## src/sv/svm_pkg.sv

```systemverilog
// Shared types and constants for the sample voice mixer.
// Used by the front, queue, engine and top modules; no dependencies.
`default_nettype none

package svm_pkg;

    localparam int DEF_NUM_VOICES  = 6;
    localparam int DEF_MAX_FRAMES  = 65536;
    localparam int DEF_SAMPLE_BITS = 16;
    localparam int CMDQ_DEPTH      = 4;

    localparam logic [19:0] MIN_STEP   = 20'd3277;
    localparam logic [15:0] MIN_GAIN   = 16'd4;
    localparam logic [15:0] UNITY_GAIN = 16'd32768;
    localparam logic [19:0] UNITY_STEP = 20'd65536;
    localparam logic [14:0] CLIP_RESET = 15'd31130;

    typedef enum logic [2:0] {
        OP_WRITE = 3'd0,
        OP_LOAD  = 3'd1,
        OP_GAIN  = 3'd2,
        OP_SEEK  = 3'd3,
        OP_TICK  = 3'd4
    } op_t;

    // classified command, fields already clamped and quantized
    typedef struct packed {
        op_t         op;
        logic [2:0]  voice;
        logic [15:0] index;
        logic [31:0] frame;
        logic [16:0] length;
        logic        enable;
        logic [15:0] gain;
        logic [19:0] pitch;
    } item_t;

endpackage

`default_nettype wire

```

## src/sv/svm_cmdq.sv

```systemverilog
// Small command queue between the front decoder and the mixing engine.
// Depends on svm_pkg (item_t, CMDQ_DEPTH).
`default_nettype none

module svm_cmdq
    import svm_pkg::*;
(
    input  wire logic  clk,
    input  wire logic  rst_n,
    input  wire logic  push,
    input  wire item_t push_item,
    output logic       full,
    input  wire logic  pop,
    output item_t      head,
    output logic       empty
);

    localparam int PW = $clog2(CMDQ_DEPTH);

    item_t           slot_reg [CMDQ_DEPTH];
    logic [PW-1:0]   wr_reg, wr_next;
    logic [PW-1:0]   rd_reg, rd_next;
    logic [PW:0]     cnt_reg, cnt_next;
    logic            do_push, do_pop;

    assign full    = (cnt_reg == (PW+1)'(CMDQ_DEPTH));
    assign empty   = (cnt_reg == '0);
    assign head    = slot_reg[rd_reg];
    assign do_push = push && !full;
    assign do_pop  = pop && !empty;

    always_comb
    begin
        wr_next  = do_push ? wr_reg + 1'b1 : wr_reg;
        rd_next  = do_pop ? rd_reg + 1'b1 : rd_reg;
        cnt_next = cnt_reg + (PW+1)'(do_push) - (PW+1)'(do_pop);
    end

    always_ff @(posedge clk or negedge rst_n)
    begin
        if (!rst_n)
        begin
            wr_reg  <= '0;
            rd_reg  <= '0;
            cnt_reg <= '0;
        end
        else
        begin
            wr_reg  <= wr_next;
            rd_reg  <= rd_next;
            cnt_reg <= cnt_next;
        end
    end

    always_ff @(posedge clk)
    begin
        if (do_push)
        begin
            slot_reg[wr_reg] <= push_item;
        end
    end

endmodule

`default_nettype wire

```

## config.mk

```make
export PLATFORM = sky130hd
export DESIGN_NAME = svm_cmdq
export DESIGN_NICKNAME = d
export VERILOG_FILES = /design/src/sv/svm_pkg.sv /design/src/sv/svm_cmdq.sv
export SDC_FILE = /design/constraint.sdc
export NUM_CORES = 1
export LEC_CHECK = 0
export ABC_CLOCK_PERIOD_IN_PS = 4110
export BUFFER_PORTS_ARGS = -buffer_cell sky130_fd_sc_hd__buf_2
export CORE_MARGIN = 2
export CORE_UTILIZATION = 55
export CTS_CLUSTER_DIAMETER = 80
export DETAILED_ROUTE_END_ITERATION = 6
export PLACE_DENSITY = 0.86
export SLEW_MARGIN = 10
export SYNTH_ARGS = -nofsm -noshare
export SYNTH_HDL_FRONTEND = slang
export SYNTH_SLANG_ARGS = --single-unit
```

## constraint.sdc

```tcl
create_clock -name clk -period 4.11 [get_ports clk]
set_input_delay 0.822 -clock clk [delete_from_list [all_inputs] [get_ports clk]]
set_output_delay 0.822 -clock clk [all_outputs]
set_load 0.02 [all_outputs]
```

==> run summary <==
Status: complete, no violations
Vias: 7,294
Worst Path Required: 3.29 ns
DRT Wirelength: 30,000 um
Final setup viols: 0
Tcrit/Tclk final: 0.794
Slowest-stage cell, CP: dfrtp_4
TritonCTS Buffers: 43
Synthesis Warnings: 0
First-pass GRT wire length: 45,800 um
Worst vdd ir: 480 uV
Clock latency on the worst-skew pair: 0.53 ns
Relative slew slack: 0.461
Crit Path Class: reg -> out
Max reg flops: 432
CTS Buffer Depth: 3
1st-iter DRT viols: 543
Row count: 62
Final core utilization: 0.662
Area Overhead vs Synth: 18.2%
Drt drc: 0
Chip Width: 175 um
CP cell instances: buf_4, mux4_2, buf_2
Final hold violations: 0
RSZ-0062 raised after global routing: false
Synth top area cells: edfxtp_1 81%, mux4_2 15%, dfrtp_1 1.1%
Crit. End Element: output pin
Share of Yosys cell area claimed by the top area cell type: 0.808
Prevailing post-synth register cell: edfxtp_1
Vias per Instance: 5.69
Cell count after synthesis: 605
Max incr delay on CP: 0.96 ns
Worst hold path class: in -> async
Drt pass-1 iters: 5
Root Driver: clkbuf_16
Asr flop ratio synth: 0.0159
Clock sinks: 439
Pins Over Slew Limit: 0
Num ports: 222
Post-synth top cells: 432 x edfxtp_1, 108 x mux4_2, 11 x buf_6
Vias in the first global route: 7,898
Largest net degree at the start of global routing: 64
Max Cap Viol: 0
Final #Nets: 980
Core Region: 28,700 um2
Total power: 14.4 mW
Initial Util: 0.560
DP HPWL: 18,100 um
CTS H-tree lvls: 2
Post-Syn Area per Cell: 26.6 um2
Critical path launch point type: flip-flop
Fin crit period: 3.26 ns
Worst Clk Skew: 0.0187 ns
Critical Path Fanout Max: 51
Syn Std Cell Area: 16,100 um2
Synth cell types: 20
Layout cells sized above 1: 0.450
Placer Congestion: 0.734
Die Area: 30,600 um2
Seq cells post-synth: 439
EDFF count, synth: 432
Placed Cells: 1,200
Crit path DAT: 2.44 ns
CTS tree: done
Count leader, synth: edfxtp_1
WL per Instance: 23.4 um
Worst-margin pin slew: 0.809 ns
Pwr Density: 756 nW/um2
Register area share after synthesis: 0.819
Overflow after GRT: 0
Initial antenna violation count: 3
Routed Antenna Nets: 0
Gr usage total: 0.200
Fin cells: 1,281
Clock Pin Slew Worst Setup and Hold Paths: 0.06 ns
Die Height: 175 um
# resized after CTS: 0
Post CTS Setup Buffer Count: 0
Setup TNS: 0 ns
Syn Nets: 724
IO buf count: 221
Cell taking the most area after synthesis: edfxtp_1
Leakage Power: 6.46 nW
CTS Hold Bufs: 0
F_max: 306 MHz
power breakdown:
group	switching (mW)	leakage, nW	internal [mW]	total, mW
Combinational	2.61	1.79	1.84	4.44
Sequential	0.350	4.04	5.90	6.25
Clock	1.54	0.637	2.13	3.67
layer usage:
layer	global-route usage	wire (um)
met5	0	21
met1	0.256	11400
met2	0.341	15600
met4	0.0469	515
met3	0.0587	2460
critical path, delay by kind of cell, from the launching register on:
kind | cells | cell delay (ns)
DFF | 1 | 0.96
buffers and inverters | 2 | 0.56
muxes | 1 | 0.37
cells by family (layout without fill, tap and decap cells):
kind of cell / count (synthesis) / after routing / synth area share
AO/OA/AOI/OAI: 4 / 4 / 0.00195
XOR/XNOR: 4 / 4 / 0.00218
adder cells (fa/ha/maj): 7 / 7 / 0.00592
buffers and inverters: 30 / 320 / 0.0136
flip-flops: 439 / 439 / 0.819
multiplexers: 108 / 108 / 0.151
other: 0 / 2 / 0
AND/OR/NAND/NOR: 13 / 13 / 0.00646
cell type report:
class / count / area, um2
Clock inverter: 20 / 178
Fill cell: 1796 / 9710
Inverter: 6 / 22.5
Multi-Input combinational cell: 136 / 2710
Antenna cell: 2 / 5.00
Tap cell: 384 / 480
Sequential cell: 439 / 13200
Clock buffer: 59 / 1140
Timing Repair Buffer: 235 / 1300
stage by stage:
step	setup slack (ns)	hold slack [ns]	area [um2]
finish	0.845	0.110	19000
global route	0.747	0.102	19000
CTS	0.791	0.0955	19000
detailed placement	1.38	0.589	17700
global placement	1.42	0.582	17700
floorplan	0.253	0.526	16100
placed cells by master, fill, tap and decap left out, drive strengths merged, types with 2 or more instances in the layout:
cell type	instances
and3b	4
o211ai	2
diode	2
nand4bb	2
nand2b	4
mux4	108
ha	6
edfxtp	432
bufinv	3
clkinv	13
buf	235
dfrtp	7
xnor2	4
inv	10
clkbuf	59
path summary, 6_finish.rpt:
path | from | endpoint | slack [ns] | depth (start not counted)
worst max-delay path | rd_reg[1]$_DFFE_PN0P_ | head[10] | 0.85 | 3
worst min-delay path | rst_n | wr_reg[1]$_DFFE_PN0P_ | 0.11 | 1
worst max register to register | cnt_reg[2]$_DFF_PN0_ | slot_reg[0][81]$_DFFE_PP_ | 1.83 | 3
max in group asynchronous | rst_n | rd_reg[1]$_DFFE_PN0P_ | 3.82 | 1
worst min register to register | wr_reg[1]$_DFFE_PN0P_ | wr_reg[1]$_DFFE_PN0P_ | 0.60 | 2
min in group clk | push_item[104] | slot_reg[3][104]$_DFFE_PP_ | 0.50 | 1
(Power assumes the default switching activity.)
