<file path="src/sv/svm_pkg.sv">
// Shared types and constants for the sample voice mixer.
// Used by the front, queue, engine and top modules; no dependencies.
`default_nettype none

package svm_pkg;

    localparam int DEF_NUM_VOICES  = 6;
    localparam int DEF_MAX_FRAMES  = 65536;
    localparam int DEF_SAMPLE_BITS = 16;
    localparam int CMDQ_DEPTH      = 4;

    localparam logic [19:0] MIN_STEP   = 20'd3277;
    localparam logic [15:0] MIN_GAIN   = 16'd4;
    localparam logic [15:0] UNITY_GAIN = 16'd32768;
    localparam logic [19:0] UNITY_STEP = 20'd65536;
    localparam logic [14:0] CLIP_RESET = 15'd31130;

    typedef enum logic [2:0] {
        OP_WRITE = 3'd0,
        OP_LOAD  = 3'd1,
        OP_GAIN  = 3'd2,
        OP_SEEK  = 3'd3,
        OP_TICK  = 3'd4
    } op_t;

    // classified command, fields already clamped and quantized
    typedef struct packed {
        op_t         op;
        logic [2:0]  voice;
        logic [15:0] index;
        logic [31:0] frame;
        logic [16:0] length;
        logic        enable;
        logic [15:0] gain;
        logic [19:0] pitch;
    } item_t;

endpackage

`default_nettype wire

</file>
<file path="src/sv/svm_front.sv">
// Front end: takes input items, drops ones with no effect, clamps fields.
// Depends on svm_pkg (op_t, item_t, gain constants).
`default_nettype none

module svm_front
    import svm_pkg::*;
#(
    parameter int NUM_VOICES  = DEF_NUM_VOICES,
    parameter int MAX_FRAMES  = DEF_MAX_FRAMES,
    parameter int SAMPLE_BITS = DEF_SAMPLE_BITS
)
(
    input  wire logic        push,
    output logic             full,
    input  wire logic [2:0]  cmd,
    input  wire logic [2:0]  voice,
    input  wire logic [15:0] frame_index,
    input  wire logic [15:0] sample_left,
    input  wire logic [15:0] sample_right,
    input  wire logic [16:0] frame_count,
    input  wire logic        enable,
    input  wire logic [15:0] gain,
    input  wire logic [19:0] pitch,
    input  wire logic        q_full,
    output logic             q_push,
    output item_t            q_item
);

    localparam int          DROP  = (SAMPLE_BITS < 16) ? 16 - SAMPLE_BITS : 0;
    localparam logic [15:0] QMASK = 16'(16'hFFFF << DROP);

    logic keep;
    logic voice_ok;

    assign full     = q_full;
    assign voice_ok = (32'(voice) < 32'(NUM_VOICES));

    always_comb
    begin
        q_item.op     = OP_TICK;
        q_item.voice  = voice;
        q_item.index  = frame_index;
        q_item.frame  = {sample_left & QMASK, sample_right & QMASK};
        q_item.length = (32'(frame_count) > 32'(MAX_FRAMES)) ? 17'(MAX_FRAMES)
                                                             : frame_count;
        q_item.enable = enable;
        q_item.gain   = (gain > UNITY_GAIN) ? UNITY_GAIN : gain;
        q_item.pitch  = pitch;
        keep          = 1'b0;
        unique case (cmd)
            3'(OP_WRITE):
            begin
                q_item.op = OP_WRITE;
                keep      = voice_ok && (32'(frame_index) < 32'(MAX_FRAMES));
            end
            3'(OP_LOAD):
            begin
                q_item.op = OP_LOAD;
                keep      = voice_ok;
            end
            3'(OP_GAIN):
            begin
                q_item.op = OP_GAIN;
                keep      = voice_ok;
            end
            3'(OP_SEEK):
            begin
                q_item.op = OP_SEEK;
                keep      = voice_ok;
            end
            3'(OP_TICK):
            begin
                q_item.op = OP_TICK;
                keep      = 1'b1;
            end
            default:
            begin
                keep = 1'b0;
            end
        endcase
    end

    assign q_push = push && !q_full && keep;

endmodule

`default_nettype wire

</file>
<file path="config.mk">
export PLATFORM = sky130hd
export DESIGN_NAME = svm_front
export DESIGN_NICKNAME = d
export VERILOG_FILES = /design/src/sv/svm_pkg.sv /design/src/sv/svm_front.sv
export SDC_FILE = /design/constraint.sdc
export NUM_CORES = 1
export LEC_CHECK = 0
export BUFFER_PORTS_ARGS = -buffer_cell sky130_fd_sc_hd__clkbuf_2
export CORE_AREA = 5 5 82 84
export DETAILED_ROUTE_END_ITERATION = 8
export DIE_AREA = 0 0 87 89
export GPL_ROUTABILITY_DRIVEN = 0
export PLACE_DENSITY = 0.75
export SYNTH_ARGS = -nofsm -noshare
export SYNTH_HDL_FRONTEND = slang
export SYNTH_SLANG_ARGS = --single-unit
export TNS_END_PERCENT = 100
</file>
<file path="constraint.sdc">
create_clock -name vclk -period 1.1
set_clock_uncertainty 0.05 [all_clocks]
set_input_delay 0.165 -clock vclk [all_inputs]
set_output_delay 0.165 -clock vclk [all_outputs]
set_load 0.03 [all_outputs]
</file>
==> key figures, run 1 <==
Routing
  • Initial DRC count: 3
  • DRC Markers: 0
  • Detail Route Antenna Nets: 0
  • Via count: 803
  • Routed length per placed instance: 13.9 um
  • Final wirelength: 3.00 mm
  • Drt first pass iters: 2
  • Avg Vias per Cell: 3.73

Floorplanning
  • Site Rows: 28
  • Initial Utilization: 16.2%
  • Io pins: 220
  • Die span in x: 87 um
  • Core Area: 0.00585 mm^2
  • Die area: 0.00774 mm^2
  • Die H: 89 um

Setup path
  • Slowest Stage Delay on Critical Path: 390 ps
  • Setup crit end kind: output pin
  • Critical path's slowest cell: nor4_4
  • Worst setup path class: input port to output pin
  • CP required: 880 ps
  • Buffers & Inverters on Critical Path: 2
  • Startpoint Class: input port
  • Kind of cell adding the most delay to the critical path: simple AND/OR/NAND/NOR gates
  • Crit Path Max Fanout: 5
  • Arr. time, crit path: 1270 ps
  • CP Cell Sequence: buf_8 > nor4_4 > a41oi_4 > nor2b_2 > clkbuf_8

Pwr
  • Part of the power in the clock network: 0%
  • Sw Share: 54.2%
  • Power Internal: 0.275 mW
  • Peak VDD IR: 0.220 mV
  • Logic pwr share: 100.0%
  • Sw Pwr: 0.325 mW
  • Power Density: 439 mW/mm^2
  • Part of the power in registers: 0%
  • Leak: 0.645 nW

Final layout
  • Fillers: 612
  • Sequential cell count: 0
  • Layout cells sized above 1: 89.3%
  • Area Growth Syn to Fin: 44.5%
  • Final cell count without fillers: 215
  • Sequential cell area: 0 um^2
  • Final net count: 252
  • Inserted Diodes: 0
  • Clkbuf count: 0

Synth
  • Syn nets: 236
  • Synth Area in XOR/XNOR: 0%
  • Commonest cells in the netlist: buf_4, nor2b_1, and2b_2, clkbuf_1, nor4_1
  • Most common cell in the netlist: buf_4
  • Yosys top cell area share: 57.9%
  • Cell taking the most area after synthesis: buf_4
  • Mapped cell area: 947 um^2
  • Mapped Cells: 126
  • Mux cell area share after synthesis: 0%
  • Post-Syn Area per Cell: 7.52 um^2
  • Post-synthesis compound-gate area fraction: 4.89%
  • Post-synthesis cell type count: 16
  • Largest family of logic cells by synthesized area: buffers and inverters
  • Adder-cell share of the synthesized area: 0%
  • Synth top area cells: buf_4, nor2b_1, and2b_2, nor4_4, a41oi_4
  • Seq/Total Area, Yosys: 0%
  • Simple-Gate Fraction of Synth Area: 34.9%
  • Synth Warn #: 0

Status
  • Failing checks: negative setup slack
  • Status: complete, but fails checks

Clock tree
  • Hold-fix buffers, CTS: 0

GRT
  • First-pass GRT wire length: 4.24 mm
  • Pin count of the biggest net entering global routing: 11
  • Initial antenna violation count: 0
  • Vias in the first global route: 809
  • Congestion Overflow GR: 0
  • GRT Total Usage: 6.71%

Place
  • IO Port Bufs: 80
  • Setup WS pre-CTS: -463 ps
  • DPL Wire Length: 2.57 mm
  • DP Cell Count: 211

Hold path
  • HP Class: input port to output pin
  • Hold Path Depth: 0
  • Hold Path End: q_item[6]
  • Hold_sp: pitch[6]

Timing
  • Least-Margin Pin Slew: 513 ps
  • Crit share post-route: 135%
  • Min Clock Period, post-route: 1480 ps
  • WHS: 280 ps
  • Hold Fails Final Rpt: 0
  • Final setup violation count: 16
  • Slew HR: 65.7%
  • RSZ-0062 raised after global routing: true
  • F_max: 674 MHz
  • Worst Slack Setup Final: -383 ps
  • Slew Viols, Final: 0

Job
  • Max_cap viols: 0
how the worst max path moves through the flow:
stage	startpoint	endpoint	slack (ps)	cells past startpoint
global placement	frame_count[0]	q_item[46]	-490	5
global route	frame_count[11]	q_item[46]	-460	5
finish	frame_count[11]	q_item[47]	-380	5
floorplan	frame_count[11]	q_item[42]	-220	3
CTS	frame_count[14]	q_item[46]	-400	5
detailed placement	frame_count[0]	q_item[43]	-460	5
cell families (layout without fill, tap and decap cells):
group           after synthesis  in the layout
compound gates                4              5
buf+inv                      79             92
simple gates                 43             43
routing by layer:
layer	vias up	track usage, %	share of wire [%]
li1	356	-	-
met1	335	6.75	30
met2	86	12.0	48
met3	26	2.58	17
met4	0	3.54	5.4
met5	-	0	0
timing repair:
action,in CTS,in global routing
pin swaps,9,8
endpoints found under the setup margin,16,17
buffers inserted,3,0
resized for setup,35,34
gates cloned,1,0
layout by cell type (no fill, tap or decap):
| cell | instances |
|---|---|
| inv_1 | 2 |
| clkbuf_2 | 53 |
| buf_8 | 9 |
| a41oi_4 | 3 |
| nor4_4 | 7 |
| nor3b_2 | 1 |
| nor3_2 | 1 |
| and2b_1 | 1 |
| buf_2 | 1 |
| clkbuf_8 | 11 |
| a21oi_1 | 2 |
| buf_4 | 10 |
| nor2b_1 | 9 |
| nor2_1 | 1 |
| nor2b_4 | 7 |
| nor2b_2 | 9 |
| and2b_2 | 7 |
| buf_6 | 6 |
power by group through the flow:
| stage | clock, mW | combinational, mW | sequential [mW] |
|---|---|---|---|
| final | 0 | 0.600 | 0 |
| after global routing | 0 | 0.637 | 0 |
| after CTS | 0 | 0.577 | 0 |
| after detailed placement | 0 | 0.508 | 0 |
| after global placement | 0 | 0.501 | 0 |
| after floorplan | 0 | 0.772 | 0 |
through the flow:
step / area, um^2 / TNS, ps / util (%) / power (mW)
finish: 1370 / -5360 / 23.4 / 0.600
global route: 1370 / -6440 / 23.4 / 0.637
CTS: 1300 / -5920 / 22.3 / 0.577
detailed placement: 1090 / -6960 / 18.7 / 0.508
global placement: 1090 / -7020 / 18.7 / 0.501
floorplan: 1110 / -2900 / - / 0.772
cell type report:
type,count,area [um^2],area share [%]
inverter,2,7.51,0.548
multi-input combinational,48,568,41.5
tap,75,93.8,6.86
timing repair buffer,90,699,51.1
No activity file was read; power rests on OpenSTA's default activity.
==> run 2: changes to the inputs <==
- BUFFER_PORTS_ARGS: -buffer_cell sky130_fd_sc_hd__clkbuf_2 -> -buffer_cell sky130_fd_sc_hd__buf_2
==> run 2 against run 1 <==
- the flow still finishes with violations (negative setup slack)
- die area unchanged
- count of clock-buffer cells in the layout unchanged
- global-route usage decreased by 0.48 points
- cell count decreased by 1.9%
- sequential share of layout area unchanged
- combinational power decreased by 3%
- total power decreased by 3.0%
- worst hold slack unchanged
- critical path type unchanged
- largest power group unchanged
- highest routed layer unchanged
==> key figures, run 2 (same netlist as run 1, synthesis figures left out) <==
Status
  • Status: complete, but fails checks (unchanged)
  • Failing checks: negative setup slack (unchanged)

Hold path
  • HP Class: input port to output pin (unchanged)
  • Hold Path Depth: 0 (unchanged)
  • Hold_sp: pitch[6] (unchanged)
  • Hold Path End: q_item[6] (unchanged)

Final layout
  • Sequential cell count: 0 (unchanged)
  • Commonest non-fill, non-tap cell in the layout: buf_2 (was clkbuf_2)
  • Clkbuf count: 0 (unchanged)
  • Area Growth Syn to Fin: 36.1% (was 44.5%)
  • Sequential cell area: 0 um^2 (unchanged)
  • Layout cells sized above 1: 89.0% (was 89.3%)
  • Final net count: 248 (was 252)
  • Inserted Diodes: 0 (unchanged)
  • Area of the multi-input gates: 566 um^2 (was 568 um^2)
  • Util after Layout: 22.0% (was 23.4%)
  • Fillers: 641 (was 612)
  • Most frequent cells in the layout: buf_2, buf_6, nor2b_4 (was clkbuf_2, clkbuf_8, buf_4)

Routing
  • Avg Vias per Cell: 3.69 (was 3.73)
  • DRC Markers: 0 (unchanged)
  • Initial DRC count: 2 (was 3)
  • Final wirelength: 2.86 mm (was 3.00 mm)
  • Detail Route Antenna Nets: 0 (unchanged)
  • Routed length per placed instance: 13.5 um (was 13.9 um)
  • Drt first pass iters: 2 (unchanged)
  • Via count: 778 (was 803)

GRT
  • GRT Total Usage: 6.23% (was 6.71%)
  • First-pass GRT wire length: 3.96 mm (was 4.24 mm)
  • Congestion Overflow GR: 0 (unchanged)
  • Initial antenna violation count: 0 (unchanged)
  • Pin count of the biggest net entering global routing: 11 (unchanged)
  • Vias in the first global route: 805 (was 809)

Setup path
  • Startpoint Class: input port (unchanged)
  • Top cell by count, worst path: buf_6
  • Kind of cell adding the most delay to the critical path: simple AND/OR/NAND/NOR gates (unchanged)
  • CP required: 880 ps (about the same)
  • Arr. time, crit path: 1230 ps (was 1270 ps)
  • CP Launch Point: gain[2] (was frame_count[11])
  • Critical path's slowest cell: nor4_4 (unchanged)
  • Buffers & Inverters on Critical Path: 2 (unchanged)
  • CP Cell Sequence: buf_6 > nor4_4 > a41oi_4 > nor2b_4 > buf_6 (was buf_8 > nor4_4 > a41oi_4 > nor2b_2 > clkbuf_8)
  • Crit Path Max Fanout: 6 (was 5)
  • Slowest Stage Delay on Critical Path: 330 ps (was 390 ps)
  • Setup crit end kind: output pin (unchanged)
  • Worst setup path class: input port to output pin (unchanged)

Timing
  • Min Clock Period, post-route: 1450 ps (was 1480 ps)
  • Slew Viols, Final: 0 (unchanged)
  • RSZ-0062 raised after global routing: true (unchanged)
  • F_max: 691 MHz (was 674 MHz)
  • Hold Fails Final Rpt: 0 (unchanged)
  • Final setup violation count: 16 (unchanged)
  • Slew HR: 65.4% (was 65.7%)
  • Worst Slack Setup Final: -347 ps (was -383 ps)
  • Least-Margin Pin Slew: 517 ps (was 513 ps)
  • Crit share post-route: 132% (was 135%)
  • WHS: 280 ps (unchanged)

Clock tree
  • Hold-fix buffers, CTS: 0 (unchanged)

Floorplanning
  • Die area: 0.00774 mm^2 (unchanged)
  • Io pins: 220 (unchanged)
  • Core Area: 0.00585 mm^2 (unchanged)
  • Site Rows: 28 (unchanged)
  • Die span in x: 87 um (unchanged)
  • Die H: 89 um (unchanged)
  • Initial Utilization: 16.2% (unchanged)

Place
  • IO Port Bufs: 80 (unchanged)
  • DPL Wire Length: 2.59 mm (was 2.57 mm)

Pwr
  • Power Density: 452 mW/mm^2 (was 439 mW/mm^2)
  • Leak: 0.625 nW (was 0.645 nW)
  • Power Total: 0.582 mW (was 0.600 mW)
  • Peak VDD IR: 0.170 mV (was 0.220 mV)

Job
  • Max_cap viols: 0 (unchanged)
## run 2: stage by stage
stage | worst slack [ps] | std cells | setup TNS [ps] | instance area, um^2
finish | -347 | 211 | -5100 | 1290
global route | -387 | 211 | -5810 | 1290
detailed placement | -480 | 210 | -7150 | 1090
CTS | -356 | 211 | -5560 | 1240
global placement | -477 | 210 | -6940 | 1090
floorplan | -216 | 126 | -2900 | 1110
## run 2: metal layers
metal	global-route usage, %	up-vias	part of all wire (%)
li1	-	345	-
met4	3.54	0	5.8
met2	11.5	84	49
met3	2.95	28	19
met5	0	-	0
met1	5.55	321	27
## run 2: area by class of cell
type	instances	area share, %
Timing Repair Buffer	87	48.3
Tap cell	75	7.28
Multi-Input combinational cell	47	43.9
Inverter	2	0.583
## run 2: worst max-delay path by stage
stage	endpoint	cells past startpoint
5_1_grt	q_item[27]	5
2_1_floorplan	q_item[42]	3
4_1_cts	q_item[47]	6
3_5_place_dp	q_item[45]	5
6_report	q_item[27]	5
3_3_place_gp	q_item[47]	5
## run 2: power by group
| group | internal [mW] | switching [mW] | total (mW) |
|---|---|---|---|
| Combinational | 0.262 | 0.320 | 0.582 |
| Clock | 0 | 0 | 0 |
| Sequential | 0 | 0 | 0 |
| Total | 0.262 | 0.320 | 0.582 |
## run 2: what timing repair did
action,in CTS,in global routing
endpoints found under the setup margin,16,17
gates resized for setup,41,13
pin swaps,6,3
buffers inserted,1,0
cloned,0,0
